## config.mk

```make
export PLATFORM = sky130hd
export DESIGN_NAME = bitmap_slot_allocator
export DESIGN_NICKNAME = d
export VERILOG_FILES = /design/src/sv/bsa_pkg.sv /design/src/sv/bitmap_slot_allocator.sv /design/src/sv/bsa_ctrl.sv /design/src/sv/bsa_dpath.sv
export SDC_FILE = /design/constraint.sdc
export NUM_CORES = 1
export LEC_CHECK = 0
export BUFFER_PORTS_ARGS = -buffer_cell sky130_fd_sc_hd__buf_2
export CORE_MARGIN = 1.5
export CORE_UTILIZATION = 35
export DETAILED_ROUTE_END_ITERATION = 8
export MAX_ROUTING_LAYER = met4
export PLACE_DENSITY = 0.54
export RECOVER_POWER = 50
export SYNTH_ARGS = -nofsm -noshare
export SYNTH_HDL_FRONTEND = slang
export SYNTH_HIERARCHICAL = 1
export SYNTH_SLANG_ARGS = --single-unit
export TNS_END_PERCENT = 20
```

## constraint.sdc

```tcl
create_clock -name clk -period 7.9 [get_ports clk]
set_input_delay 1.58 -clock clk [delete_from_list [all_inputs] [get_ports clk]]
set_output_delay 1.58 -clock clk [all_outputs]
set_load 0.005 [all_outputs]
```

## src/sv/bsa_pkg.sv

```systemverilog
// Shared types and constants for the bitmap slot allocator.
// Holds the request and result beat structs, status and register codes, the
// controller state type and the command and status structs between the modules.
package bsa_pkg;

  localparam int IndexW = 10;
  localparam int CountW = 11;
  localparam int WordsW = 5;
  localparam int CfgDataW = 11;
  localparam int CfgIndexW = 2;

  localparam logic [1:0] STATUS_OK = 2'd0;
  localparam logic [1:0] STATUS_FULL = 2'd1;
  localparam logic [1:0] STATUS_EXHAUSTED = 2'd2;

  localparam logic MODE_ALLOC = 1'b0;
  localparam logic MODE_FREE = 1'b1;

  localparam logic [CfgIndexW-1:0] REG_SLOT_CAPACITY = 2'd0;
  localparam logic [CfgIndexW-1:0] REG_WORDS_IN_USE = 2'd1;

  localparam logic [CountW-1:0] CapacityReset = 11'd1024;
  localparam logic [WordsW-1:0] WordsReset = 5'd16;

  typedef struct packed {
    logic              mode;
    logic [IndexW-1:0] free_index;
  } bsa_req_t;

  typedef struct packed {
    logic [1:0]        status;
    logic [IndexW-1:0] slot_index;
  } bsa_rsp_t;

  typedef enum logic [2:0] {
    S_IDLE,
    S_FDIV,
    S_FRD,
    S_ACHK,
    S_SCAN
  } bsa_state_t;

  typedef struct packed {
    logic       load;
    logic       div_step;
    logic       rd_en;
    logic       rd_ahead;
    logic       scan_adv;
    logic       wr_set;
    logic       wr_clr;
    logic       cnt_dec;
    logic       emit;
    logic [1:0] emit_status;
  } bsa_cmd_t;

  typedef struct packed {
    logic mode_free;
    logic rem_ge;
    logic word_in_range;
    logic at_cap;
    logic limit_zero;
    logic data_nonzero;
    logic scan_last;
  } bsa_stat_t;

endpackage

```

## src/sv/bitmap_slot_allocator.sv

```systemverilog
// Top level of the bitmap slot allocator: joins the controller and the datapath.
// Depends on bsa_pkg, bsa_ctrl and bsa_dpath.
//
//   Channel   Handshake        Payload
//   request   start, busy      req (bsa_req_t: mode, free_index)
//   result    done             rsp (bsa_rsp_t: status, slot_index)
//   config    cfg_we           cfg_index, cfg_data
//
// A request is taken when start is high and busy is low; its result beat
// follows as a one-cycle done strobe. An allocation checks the capacity and the
// word limit, then scans the bitmap word by word; the bitmap memory gives one word a cycle.
// A free subtracts WORD_BITS from the index until it is below WORD_BITS, then reads
// that word and sets its bit; an index beyond the bitmap is not read. The receiver cannot stall.
// Synchronous reset marks every bitmap word free through its valid bit at once.
module bitmap_slot_allocator #(
  parameter int MAP_WORDS = 16,
  parameter int WORD_BITS = 64
) (
  input  logic                          clk,
  input  logic                          rst,
  input  logic                          start,
  output logic                          busy,
  input  bsa_pkg::bsa_req_t             req,
  output logic                          done,
  output bsa_pkg::bsa_rsp_t             rsp,
  input  logic                          cfg_we,
  input  logic [bsa_pkg::CfgIndexW-1:0] cfg_index,
  input  logic [bsa_pkg::CfgDataW-1:0]  cfg_data
);
  import bsa_pkg::*;

  bsa_cmd_t  cmd;
  bsa_stat_t stat;

  bsa_ctrl u_ctrl (
    .clk   (clk),
    .rst   (rst),
    .start (start),
    .busy  (busy),
    .cmd   (cmd),
    .stat  (stat)
  );

  bsa_dpath #(
    .MAP_WORDS (MAP_WORDS),
    .WORD_BITS (WORD_BITS)
  ) u_dpath (
    .clk       (clk),
    .rst       (rst),
    .req       (req),
    .cfg_we    (cfg_we),
    .cfg_index (cfg_index),
    .cfg_data  (cfg_data),
    .cmd       (cmd),
    .stat      (stat),
    .done      (done),
    .rsp       (rsp)
  );

endmodule

```

## src/sv/bsa_ctrl.sv

```systemverilog
// Controller state machine of the bitmap slot allocator.
// Depends on bsa_pkg; drives the datapath through bsa_cmd_t and reads bsa_stat_t.
module bsa_ctrl (
  input  logic              clk,
  input  logic              rst,
  input  logic              start,
  output logic              busy,
  output bsa_pkg::bsa_cmd_t cmd,
  input  bsa_pkg::bsa_stat_t stat
);
  import bsa_pkg::*;

  bsa_state_t state, state_next;

  always_ff @(posedge clk) begin
    if (rst) begin
      state <= S_IDLE;
    end else begin
      state <= state_next;
    end
  end

  always_comb begin
    state_next = state;
    cmd = '0;
    cmd.emit_status = STATUS_OK;
    busy = 1'b1;
    unique case (state)
      S_IDLE: begin
        busy = 1'b0;
        if (start) begin
          cmd.load = 1'b1;
          state_next = S_FDIV;
        end
      end
      S_FDIV: begin
        // The first cycle after a load also routes allocations onward.
        if (!stat.mode_free) begin
          state_next = S_ACHK;
        end else if (stat.rem_ge) begin
          cmd.div_step = 1'b1;
        end else if (stat.word_in_range) begin
          cmd.rd_en = 1'b1;
          state_next = S_FRD;
        end else begin
          cmd.cnt_dec = 1'b1;
          cmd.emit = 1'b1;
          state_next = S_IDLE;
        end
      end
      S_FRD: begin
        cmd.wr_set = 1'b1;
        cmd.cnt_dec = 1'b1;
        cmd.emit = 1'b1;
        state_next = S_IDLE;
      end
      S_ACHK: begin
        if (stat.at_cap) begin
          cmd.emit = 1'b1;
          cmd.emit_status = STATUS_FULL;
          state_next = S_IDLE;
        end else if (stat.limit_zero) begin
          cmd.emit = 1'b1;
          cmd.emit_status = STATUS_EXHAUSTED;
          state_next = S_IDLE;
        end else begin
          cmd.rd_en = 1'b1;
          state_next = S_SCAN;
        end
      end
      S_SCAN: begin
        if (stat.data_nonzero) begin
          cmd.wr_clr = 1'b1;
          cmd.emit = 1'b1;
          state_next = S_IDLE;
        end else if (stat.scan_last) begin
          cmd.emit = 1'b1;
          cmd.emit_status = STATUS_EXHAUSTED;
          state_next = S_IDLE;
        end else begin
          cmd.scan_adv = 1'b1;
          cmd.rd_en = 1'b1;
          cmd.rd_ahead = 1'b1;
        end
      end
      default: begin
        state_next = S_IDLE;
      end
    endcase
  end

endmodule

```

## src/sv/bsa_dpath.sv

```systemverilog
// Datapath of the bitmap slot allocator: bitmap memory with per-word valid
// bits, counters, configuration registers and the result register. Depends on bsa_pkg.
module bsa_dpath #(
  parameter int MAP_WORDS = 16,
  parameter int WORD_BITS = 64
) (
  input  logic                            clk,
  input  logic                            rst,
  input  bsa_pkg::bsa_req_t               req,
  input  logic                            cfg_we,
  input  logic [bsa_pkg::CfgIndexW-1:0]   cfg_index,
  input  logic [bsa_pkg::CfgDataW-1:0]    cfg_data,
  input  bsa_pkg::bsa_cmd_t               cmd,
  output bsa_pkg::bsa_stat_t              stat,
  output logic                            done,
  output bsa_pkg::bsa_rsp_t               rsp
);
  import bsa_pkg::*;

  localparam int AW = (MAP_WORDS > 1) ? $clog2(MAP_WORDS) : 1;
  localparam int BW = $clog2(WORD_BITS);
  localparam int QMAX = 1023 / WORD_BITS;
  localparam int CMAX = (QMAX > MAP_WORDS) ? QMAX : MAP_WORDS;
  localparam int CW = $clog2(CMAX + 1);
  localparam logic [IndexW-1:0] WordStep = IndexW'(WORD_BITS);
  localparam logic [CW:0] MapWordsW = (CW + 1)'(MAP_WORDS);

  logic [WORD_BITS-1:0] mem [MAP_WORDS];
  logic [MAP_WORDS-1:0] valid;
  logic [WORD_BITS-1:0] rd_data;
  logic                 rd_ok;

  logic                 mode;
  logic [IndexW-1:0]    rem;
  logic [CW-1:0]        word;
  logic [IndexW-1:0]    base;
  logic [CountW-1:0]    used_count;
  logic [CountW-1:0]    slot_capacity;
  logic [WordsW-1:0]    words_in_use;

  logic [WORD_BITS-1:0] word_eff;
  logic [BW-1:0]        lsb;
  logic [CW-1:0]        raddr;
  logic [CW:0]          limit;
  logic [CW:0]          word_inc;
  logic                 wr_en;
  logic [WORD_BITS-1:0] wdata;

  always_comb begin
    lsb = '0;
    for (int i = WORD_BITS - 1; i >= 0; i--) begin
      if (word_eff[i]) begin
        lsb = BW'(i);
      end
    end
  end

  assign word_eff = rd_ok ? rd_data : '1;
  assign raddr = cmd.rd_ahead ? (word + CW'(1)) : word;
  assign word_inc = {1'b0, word} + (CW + 1)'(1);
  assign limit = ((CW + 1)'(words_in_use) > MapWordsW) ? MapWordsW
               : (CW + 1)'(words_in_use);
  assign wr_en = cmd.wr_set | cmd.wr_clr;
  assign wdata = cmd.wr_set ? (word_eff | (WORD_BITS'(1) << rem[BW-1:0]))
               : (word_eff & ~(WORD_BITS'(1) << lsb));

  assign stat.mode_free = (mode == MODE_FREE);
  assign stat.rem_ge = (rem >= WordStep);
  assign stat.word_in_range = ({1'b0, word} < MapWordsW);
  assign stat.at_cap = (used_count >= slot_capacity);
  assign stat.limit_zero = (words_in_use == '0);
  assign stat.data_nonzero = (word_eff != '0);
  assign stat.scan_last = (word_inc >= limit);

  always_ff @(posedge clk) begin
    if (wr_en) begin
      mem[word[AW-1:0]] <= wdata;
    end
    if (cmd.rd_en) begin
      rd_data <= mem[raddr[AW-1:0]];
      rd_ok <= valid[raddr[AW-1:0]];
    end
  end

  always_ff @(posedge clk) begin
    if (rst) begin
      valid <= '0;
    end else if (wr_en) begin
      valid[word[AW-1:0]] <= 1'b1;
    end
  end

  always_ff @(posedge clk) begin
    if (cmd.load) begin
      mode <= req.mode;
      rem <= req.free_index;
      word <= '0;
      base <= '0;
    end else if (cmd.div_step) begin
      rem <= rem - WordStep;
      word <= word + CW'(1);
    end else if (cmd.scan_adv) begin
      word <= word + CW'(1);
      base <= base + WordStep;
    end
  end

  always_ff @(posedge clk) begin
    if (rst) begin
      used_count <= '0;
      slot_capacity <= CapacityReset;
      words_in_use <= WordsReset;
    end else begin
      if (cmd.cnt_dec && used_count != '0) begin
        used_count <= used_count - CountW'(1);
      end else if (cmd.wr_clr) begin
        used_count <= used_count + CountW'(1);
      end
      if (cfg_we) begin
        unique case (cfg_index)
          REG_SLOT_CAPACITY: slot_capacity <= cfg_data;
          REG_WORDS_IN_USE:  words_in_use <= cfg_data[WordsW-1:0];
          default: ;
        endcase
      end
    end
  end

  always_ff @(posedge clk) begin
    if (rst) begin
      done <= 1'b0;
    end else begin
      done <= cmd.emit;
    end
  end

  always_ff @(posedge clk) begin
    if (cmd.emit) begin
      rsp.status <= cmd.emit_status;
      rsp.slot_index <= cmd.wr_clr ? (base + IndexW'(lsb)) : '0;
    end
  end

endmodule
```

==> results of run 1 <==
==> placed cells by master (no fill, tap or decap), types with 28 or more instances in the layout <==
| master | count |
|---|---|
| edfxtp_1 | 1112 |
| buf_4 | 47 |
| nand2b_1 | 59 |
| mux4_2 | 325 |
| ha_1 | 32 |
| clkbuf_16 | 115 |
| nand2_1 | 47 |
| buf_2 | 30 |
| nor2_1 | 133 |
| clkbuf_1 | 60 |
| inv_1 | 42 |
| o21ai_0 | 28 |
| a21oi_1 | 138 |
| dfxtp_1 | 56 |
==> registers in the layout (all words and copies together) (netlist names), 3 cells and up <==
name                   cells
u_ctrl/state               3
u_dpath/base               4
u_dpath/mem             1024
u_dpath/rd_data           64
u_dpath/rem               10
u_dpath/rsp               12
u_dpath/slot_capacity     11
u_dpath/used_count        11
u_dpath/valid             16
u_dpath/word               5
u_dpath/words_in_use       5
==> final cells by class <==
class                           instances  area, um^2  area share (%)
Tap cell                             1768        2210            4.13
Timing Repair Buffer                  128         873            1.63
Clock inverter                         76         732            1.37
Multi-Input combinational cell       1072       12100            22.6
Clock buffer                          135        2950            5.52
Sequential cell                      1168       34500            64.5
Inverter                               42         158           0.295
==> through the flow <==
step	hold slack (ns)	setup WS, ns	instances	util (%)
floorplan	0.435	0.992	2393	-
global placement	0.445	1.81	4174	37.4
detailed placement	0.461	1.80	4174	37.4
CTS	0.475	1.75	4385	40.2
global route	0.501	0.986	4389	40.1
finish	0.474	1.17	4389	40.1
==> per-layer routing <==
layer	up-vias	part of all wire, %	track usage (%)
li1	10134	-	-
met1	12860	43	23.9
met2	720	49	29.2
met3	164	5.0	2.31
met4	0	2.1	5.08
met5	-	0	-
==> critical path, stage by stage (launching register included) <==
cell       delay, ns
edfxtp_1        0.76
buf_4           0.53
or3b_2          0.53
nand4bb_1       0.36
nor4_1          0.48
nand2b_1        0.28
nor2_1          0.24
nand3_1         0.16
o21ai_0         0.15
clkbuf_1        2.63
==> cell families after synthesis <==
logic type | synth area share (%)
buf+inv | 1.37
xor+xnor | 0.372
fa+ha+maj | 0.892
compound gates | 3.50
flops | 73.2
mux | 15.8
simple gates | 4.88
==> where the power goes <==
| part | leakage, nW | internal [mW] | switching [mW] |
|---|---|---|---|
| clock network | 1.80 | 3.09 | 2.29 |
| logic | 4.73 | 0.571 | 0.484 |
| registers | 10.3 | 6.79 | 0.0428 |
==> worst min path at each step <==
stage / startpoint / endpoint / slack, ns
2_1_floorplan: u_dpath/valid[14] / u_dpath/valid[14] / 0.43
3_3_place_gp: u_dpath/valid[2] / u_dpath/valid[2] / 0.45
3_5_place_dp: u_dpath/valid[9] / u_dpath/valid[9] / 0.46
4_1_cts: u_dpath/valid[9] / u_dpath/valid[9] / 0.48
5_1_grt: u_dpath/valid[7] / u_dpath/valid[7] / 0.50
6_report: u_dpath/valid[0] / u_dpath/valid[0] / 0.47
==> results.yml, run 1 <==
grt:
  overflow: 0
  grt_util_all_layers_pct: 18.0
  grt_pass1_vias: 24634
  grt_antenna_before_repair: 1
  grt_max_degree: 109
  grt_first_pass_wirelength_um: 173000
yosys:
  synth_seq_cells: 1168
  synth_nets: 2454
  async_reset_ff_share_pct: 0
  yosysWarnings: 6
  synthDistinctLibCells: 80
  synth_top_area_cell: "edfxtp_1"
  synth_cells: 2393
  yosysSeqAreaShare_pct: 73.2
  synth_most_common_cell: "edfxtp_1"
  syn_avg_cell_area_um2: 19.7
  synthesis.area_mm2: 0.0471
  synth_top_area_share_pct: 70.8
  yosys-top-cells-area: "edfxtp_1 71%, mux4_2 16%, dfxtp_1 2.4%, a21oi_1 1.4%, nor2_1 1.2%"
  ys_top_cells_by_count: "1112 x edfxtp_1, 325 x mux4_2, 145 x nor2_1, 135 x a21oi_1, 59 x nand2b_1"
  synth_edf_count: 1112
  synth_top_flop_cell: "edfxtp_1"
setup_path:
  critPathCapture: "u_dpath/rd_data[20]"
  start_kind: "flop"
  ff2ff_setup_slack_ns: 1.17
  r2r_end: "u_dpath/rd_data[20]"
  r2r_cells: 9
  critical_path_arrival_ns: 6.95
  r2r_start: "u_dpath/rd_ok"
  critPathMaxFanout: 49
  path_class: "flop to flop"
  crit_required_ns: 8.12
  startpoint: "u_dpath/rd_ok"
  end_kind: "flop"
drt:
  via_count: 23878
  drc: 10
  vias_per_cell: 5.44
  dr.first_iter.drc_count: 2212
  wirelength_um: 120000
  dr.pass1.iters: 9
  wl_per_cell_um: 27.3
  ant_nets: 0
timing:
  finalCritPeriodShare_pct: 85.2
  period_minus_slack_ns: 6.73
  fin_skew_ns: 0.0508
  hold_viol: 0
  setup_viol: 0
  fmax_ghz: 0.149
  worst_slew_pin_slew_ns: 3.73
  slew_headroom_pct: -149
  drv_slew: 199
  setup_tns_ns: 0
  rsz0062_at_grt: "false"
floorplanning:
  die_area_mm2: 0.137
  initial_core_util_pct: 35.3
  rows: 134
  coreArea_mm2: 0.134
  die_x_um: 370
  dieHeight_um: 370
  io_pins: 42
clock_network:
  postCtsSetupBuffers: 0
  htree_levels: 3
  cts_buffers: 115
  tritoncts: "done"
  clk_latency_ns: 0.74
  cts_buffer_depth: 3
  cts_root_buf: "clkbuf_16"
  hold_buffers: 0
  cts_resized: 0
  path_clk_slew_ns: 0.06
  clock-sinks: 1168
job:
  drv_cap: 8
placement:
  dp_hpwl_um: 66300
  port_buffers: 41
  gp_congestion: 0.925
  place_area_mm2: 0.0500
final_layout:
  final_nets: 2588
  postLayoutCellArea_mm2: 0.0535
  synthToLayoutAreaGrowth_pct: 13.6
  n_antenna_cell: 0
  n_fill_cell: 11776
  drive_gt1_share_pct: 24.0
power_and_ir_drop:
  power_mw: 13.3
  power_density_mw_per_mm2: 248
  ir_drop_mv: 0.195
  power.leakage_nw: 16.8
status:
  outcome: "complete, but fails checks"
  violations: "DRC, capacitance limit, slew limit"
min_path:
  hp-class: "flop to flop"
  worstHoldPathCells: 2
(Power assumes the default switching activity.)
==> run 2, diff against run 1 <==
--- a/config.mk
+++ b/config.mk
@@ -6,11 +6,13 @@
 export NUM_CORES = 1
 export LEC_CHECK = 0
 export BUFFER_PORTS_ARGS = -buffer_cell sky130_fd_sc_hd__buf_2
+export CELL_PAD_IN_SITES_DETAIL_PLACEMENT = 1
+export CELL_PAD_IN_SITES_GLOBAL_PLACEMENT = 2
 export CORE_MARGIN = 1.5
 export CORE_UTILIZATION = 35
 export DETAILED_ROUTE_END_ITERATION = 8
 export MAX_ROUTING_LAYER = met4
-export PLACE_DENSITY = 0.54
+export PLACE_DENSITY = 0.64
 export RECOVER_POWER = 50
 export SYNTH_ARGS = -nofsm -noshare
 export SYNTH_HDL_FRONTEND = slang
==> run 2 against run 1 <==
Compared with the run above: die area did not move; largest power group unchanged; clock-buffer cell count up 4; critical path type unchanged; the run still ends with DRC, capacitance limit, slew limit left; sequential power about the same; sequential cell count unchanged.
==> results.yml, run 2 (synthesized netlist as in run 1, its figures left out) <==
timing:
  setup_tns_ns: 0
  worst_slew_pin_slew_ns: 3.13
  setup_viol: 0
  final.setup.worst_slack_ns: 0.999
  period_minus_slack_ns: 6.90
  drv_slew: 183
  rsz0062_at_grt: "false"
  slew_headroom_pct: -110
  fmax_ghz: 0.145
  finalCritPeriodShare_pct: 87.4
  hold_viol: 0
  fin_skew_ns: 0.0338
power_and_ir_drop:
  power.leakage_nw: 16.9
  ir_drop_mv: 0.167
  power_density_mw_per_mm2: 253
clock_network:
  clock-sinks: 1168
  tritoncts: "done"
  htree_levels: 3
  hold_buffers: 0
  cts_root_buf: "clkbuf_16"
  path_clk_slew_ns: 0.06
  cts_buffer_depth: 3
  cts_buffers: 117
  clk_latency_ns: 0.75
  cts_resized: 0
  postCtsSetupBuffers: 0
floorplanning:
  rows: 134
  dieHeight_um: 370
  initial_core_util_pct: 35.3
  die_area_mm2: 0.137
  coreArea_mm2: 0.134
  die_x_um: 370
  io_pins: 42
placement:
  dp_hpwl_um: 70700
  dp_slack_ns: 1.80
  place_area_mm2: 0.0498
  port_buffers: 41
  gp_congestion: 0.916
drt:
  wl_per_cell_um: 29.3
  via_count: 24166
  vias_per_cell: 5.52
  dr.pass1.iters: 7
  wirelength_um: 128000
  ant_nets: 0
  dr.first_iter.drc_count: 2072
  drc: 20
final_layout:
  drive_gt1_share_pct: 24.0
  layout_commonest_cell: "edfxtp_1"
  final_nets: 2572
  largest_reg_flops: 1024
  final_cell_mix: "1112 x edfxtp_1, 325 x mux4_2, 137 x a21oi_1"
  postLayoutCellArea_mm2: 0.0536
  n_fill_cell: 12726
  fin_util_pct: 40.1
  synthToLayoutAreaGrowth_pct: 13.7
status:
  outcome: "complete, but fails checks"
  violations: "DRC, capacitance limit, slew limit"
grt:
  grt_first_pass_wirelength_um: 186000
  overflow: 0
  grt_pass1_vias: 25746
  grt_util_all_layers_pct: 19.5
  grt_max_degree: 133
  grt_antenna_before_repair: 0
setup_path:
  end_kind: "flop"
  start_kind: "flop"
  crit_required_ns: 8.02
  critical_path_arrival_ns: 7.03
  critPathMaxFanout: 55
  path_class: "flop to flop"
min_path:
  hp-class: "flop to flop"
job:
  drv_cap: 10
-- run 2: changes by cell type in the layout (fill, tap and decap cells not counted), sizes merged --
cell    previous run  this run
buf               88        81
bufinv            13        17
clkbuf           175       168
clkinv            54        53
diode              0         1
inv               45        47
-- run 2: worst max-delay path, cell delays in order (launching register included) --
cell and delay, ns:
edfxtp_1 0.48, buf_4 0.51, nor3b_2 0.44, and2_0 0.32
o311ai_1 0.23, a2111oi_4 0.25, a31oi_1 0.25, nor3_1 2.41
a31oi_1 1.33
-- run 2: layout make-up --
type | count | area (um^2) | share of cell area, %
clock buffer | 139 | 3070 | 5.74
inverter | 42 | 158 | 0.294
sequential | 1168 | 34500 | 64.4
antenna | 1 | 2.50 | 0.00467
timing repair buffer | 110 | 704 | 1.31
tap | 1768 | 2210 | 4.13
multi-input combinational | 1072 | 12100 | 22.6
clock inverter | 81 | 842 | 1.57
-- run 2: metrics by stage --
step,hold slack (ns),cells,power (mW)
final,0.472,4381,13.6
after global routing,0.497,4380,14.0
after CTS,0.476,4379,13.7
after detailed placement,0.462,4159,8.05
after global placement,0.445,4159,8.02
after floorplan,0.435,2393,7.79
-- run 2: path summary, 6_finish.rpt --
path / from / endpoint / cells past startpoint / slack, ns
hold reg to reg: u_dpath/valid[9] / u_dpath/valid[9] / 2 / 0.47
setup reg to reg: u_dpath/rd_ok / u_dpath/mem[10][11] / 8 / 1.0
hold / removal: u_dpath/valid[9] / u_dpath/valid[9] / 2 / 0.47
setup / recovery: u_dpath/rd_ok / u_dpath/mem[10][11] / 8 / 1.0
-- run 2: routing by layer --
layer / wire length (um) / vias to the layer above / global-route usage, % / share of wire (%)
met5: 0 / - / - / 0
met4: 2600 / 0 / 5.11 / 2.0
met2: 63500 / 648 / 31.4 / 50
met1: 55800 / 13243 / 26.2 / 44
li1: - / 10092 / - / -
met3: 6260 / 183 / 2.57 / 4.9
-- run 2: power breakdown --
part           leakage, nW  internal, mW  switching, mW  total (mW)
clock network         1.91          3.32           2.36        5.68
logic                 4.65         0.563          0.500        1.06
registers             10.3          6.79         0.0424        6.83
total                 16.9          10.7           2.90        13.6
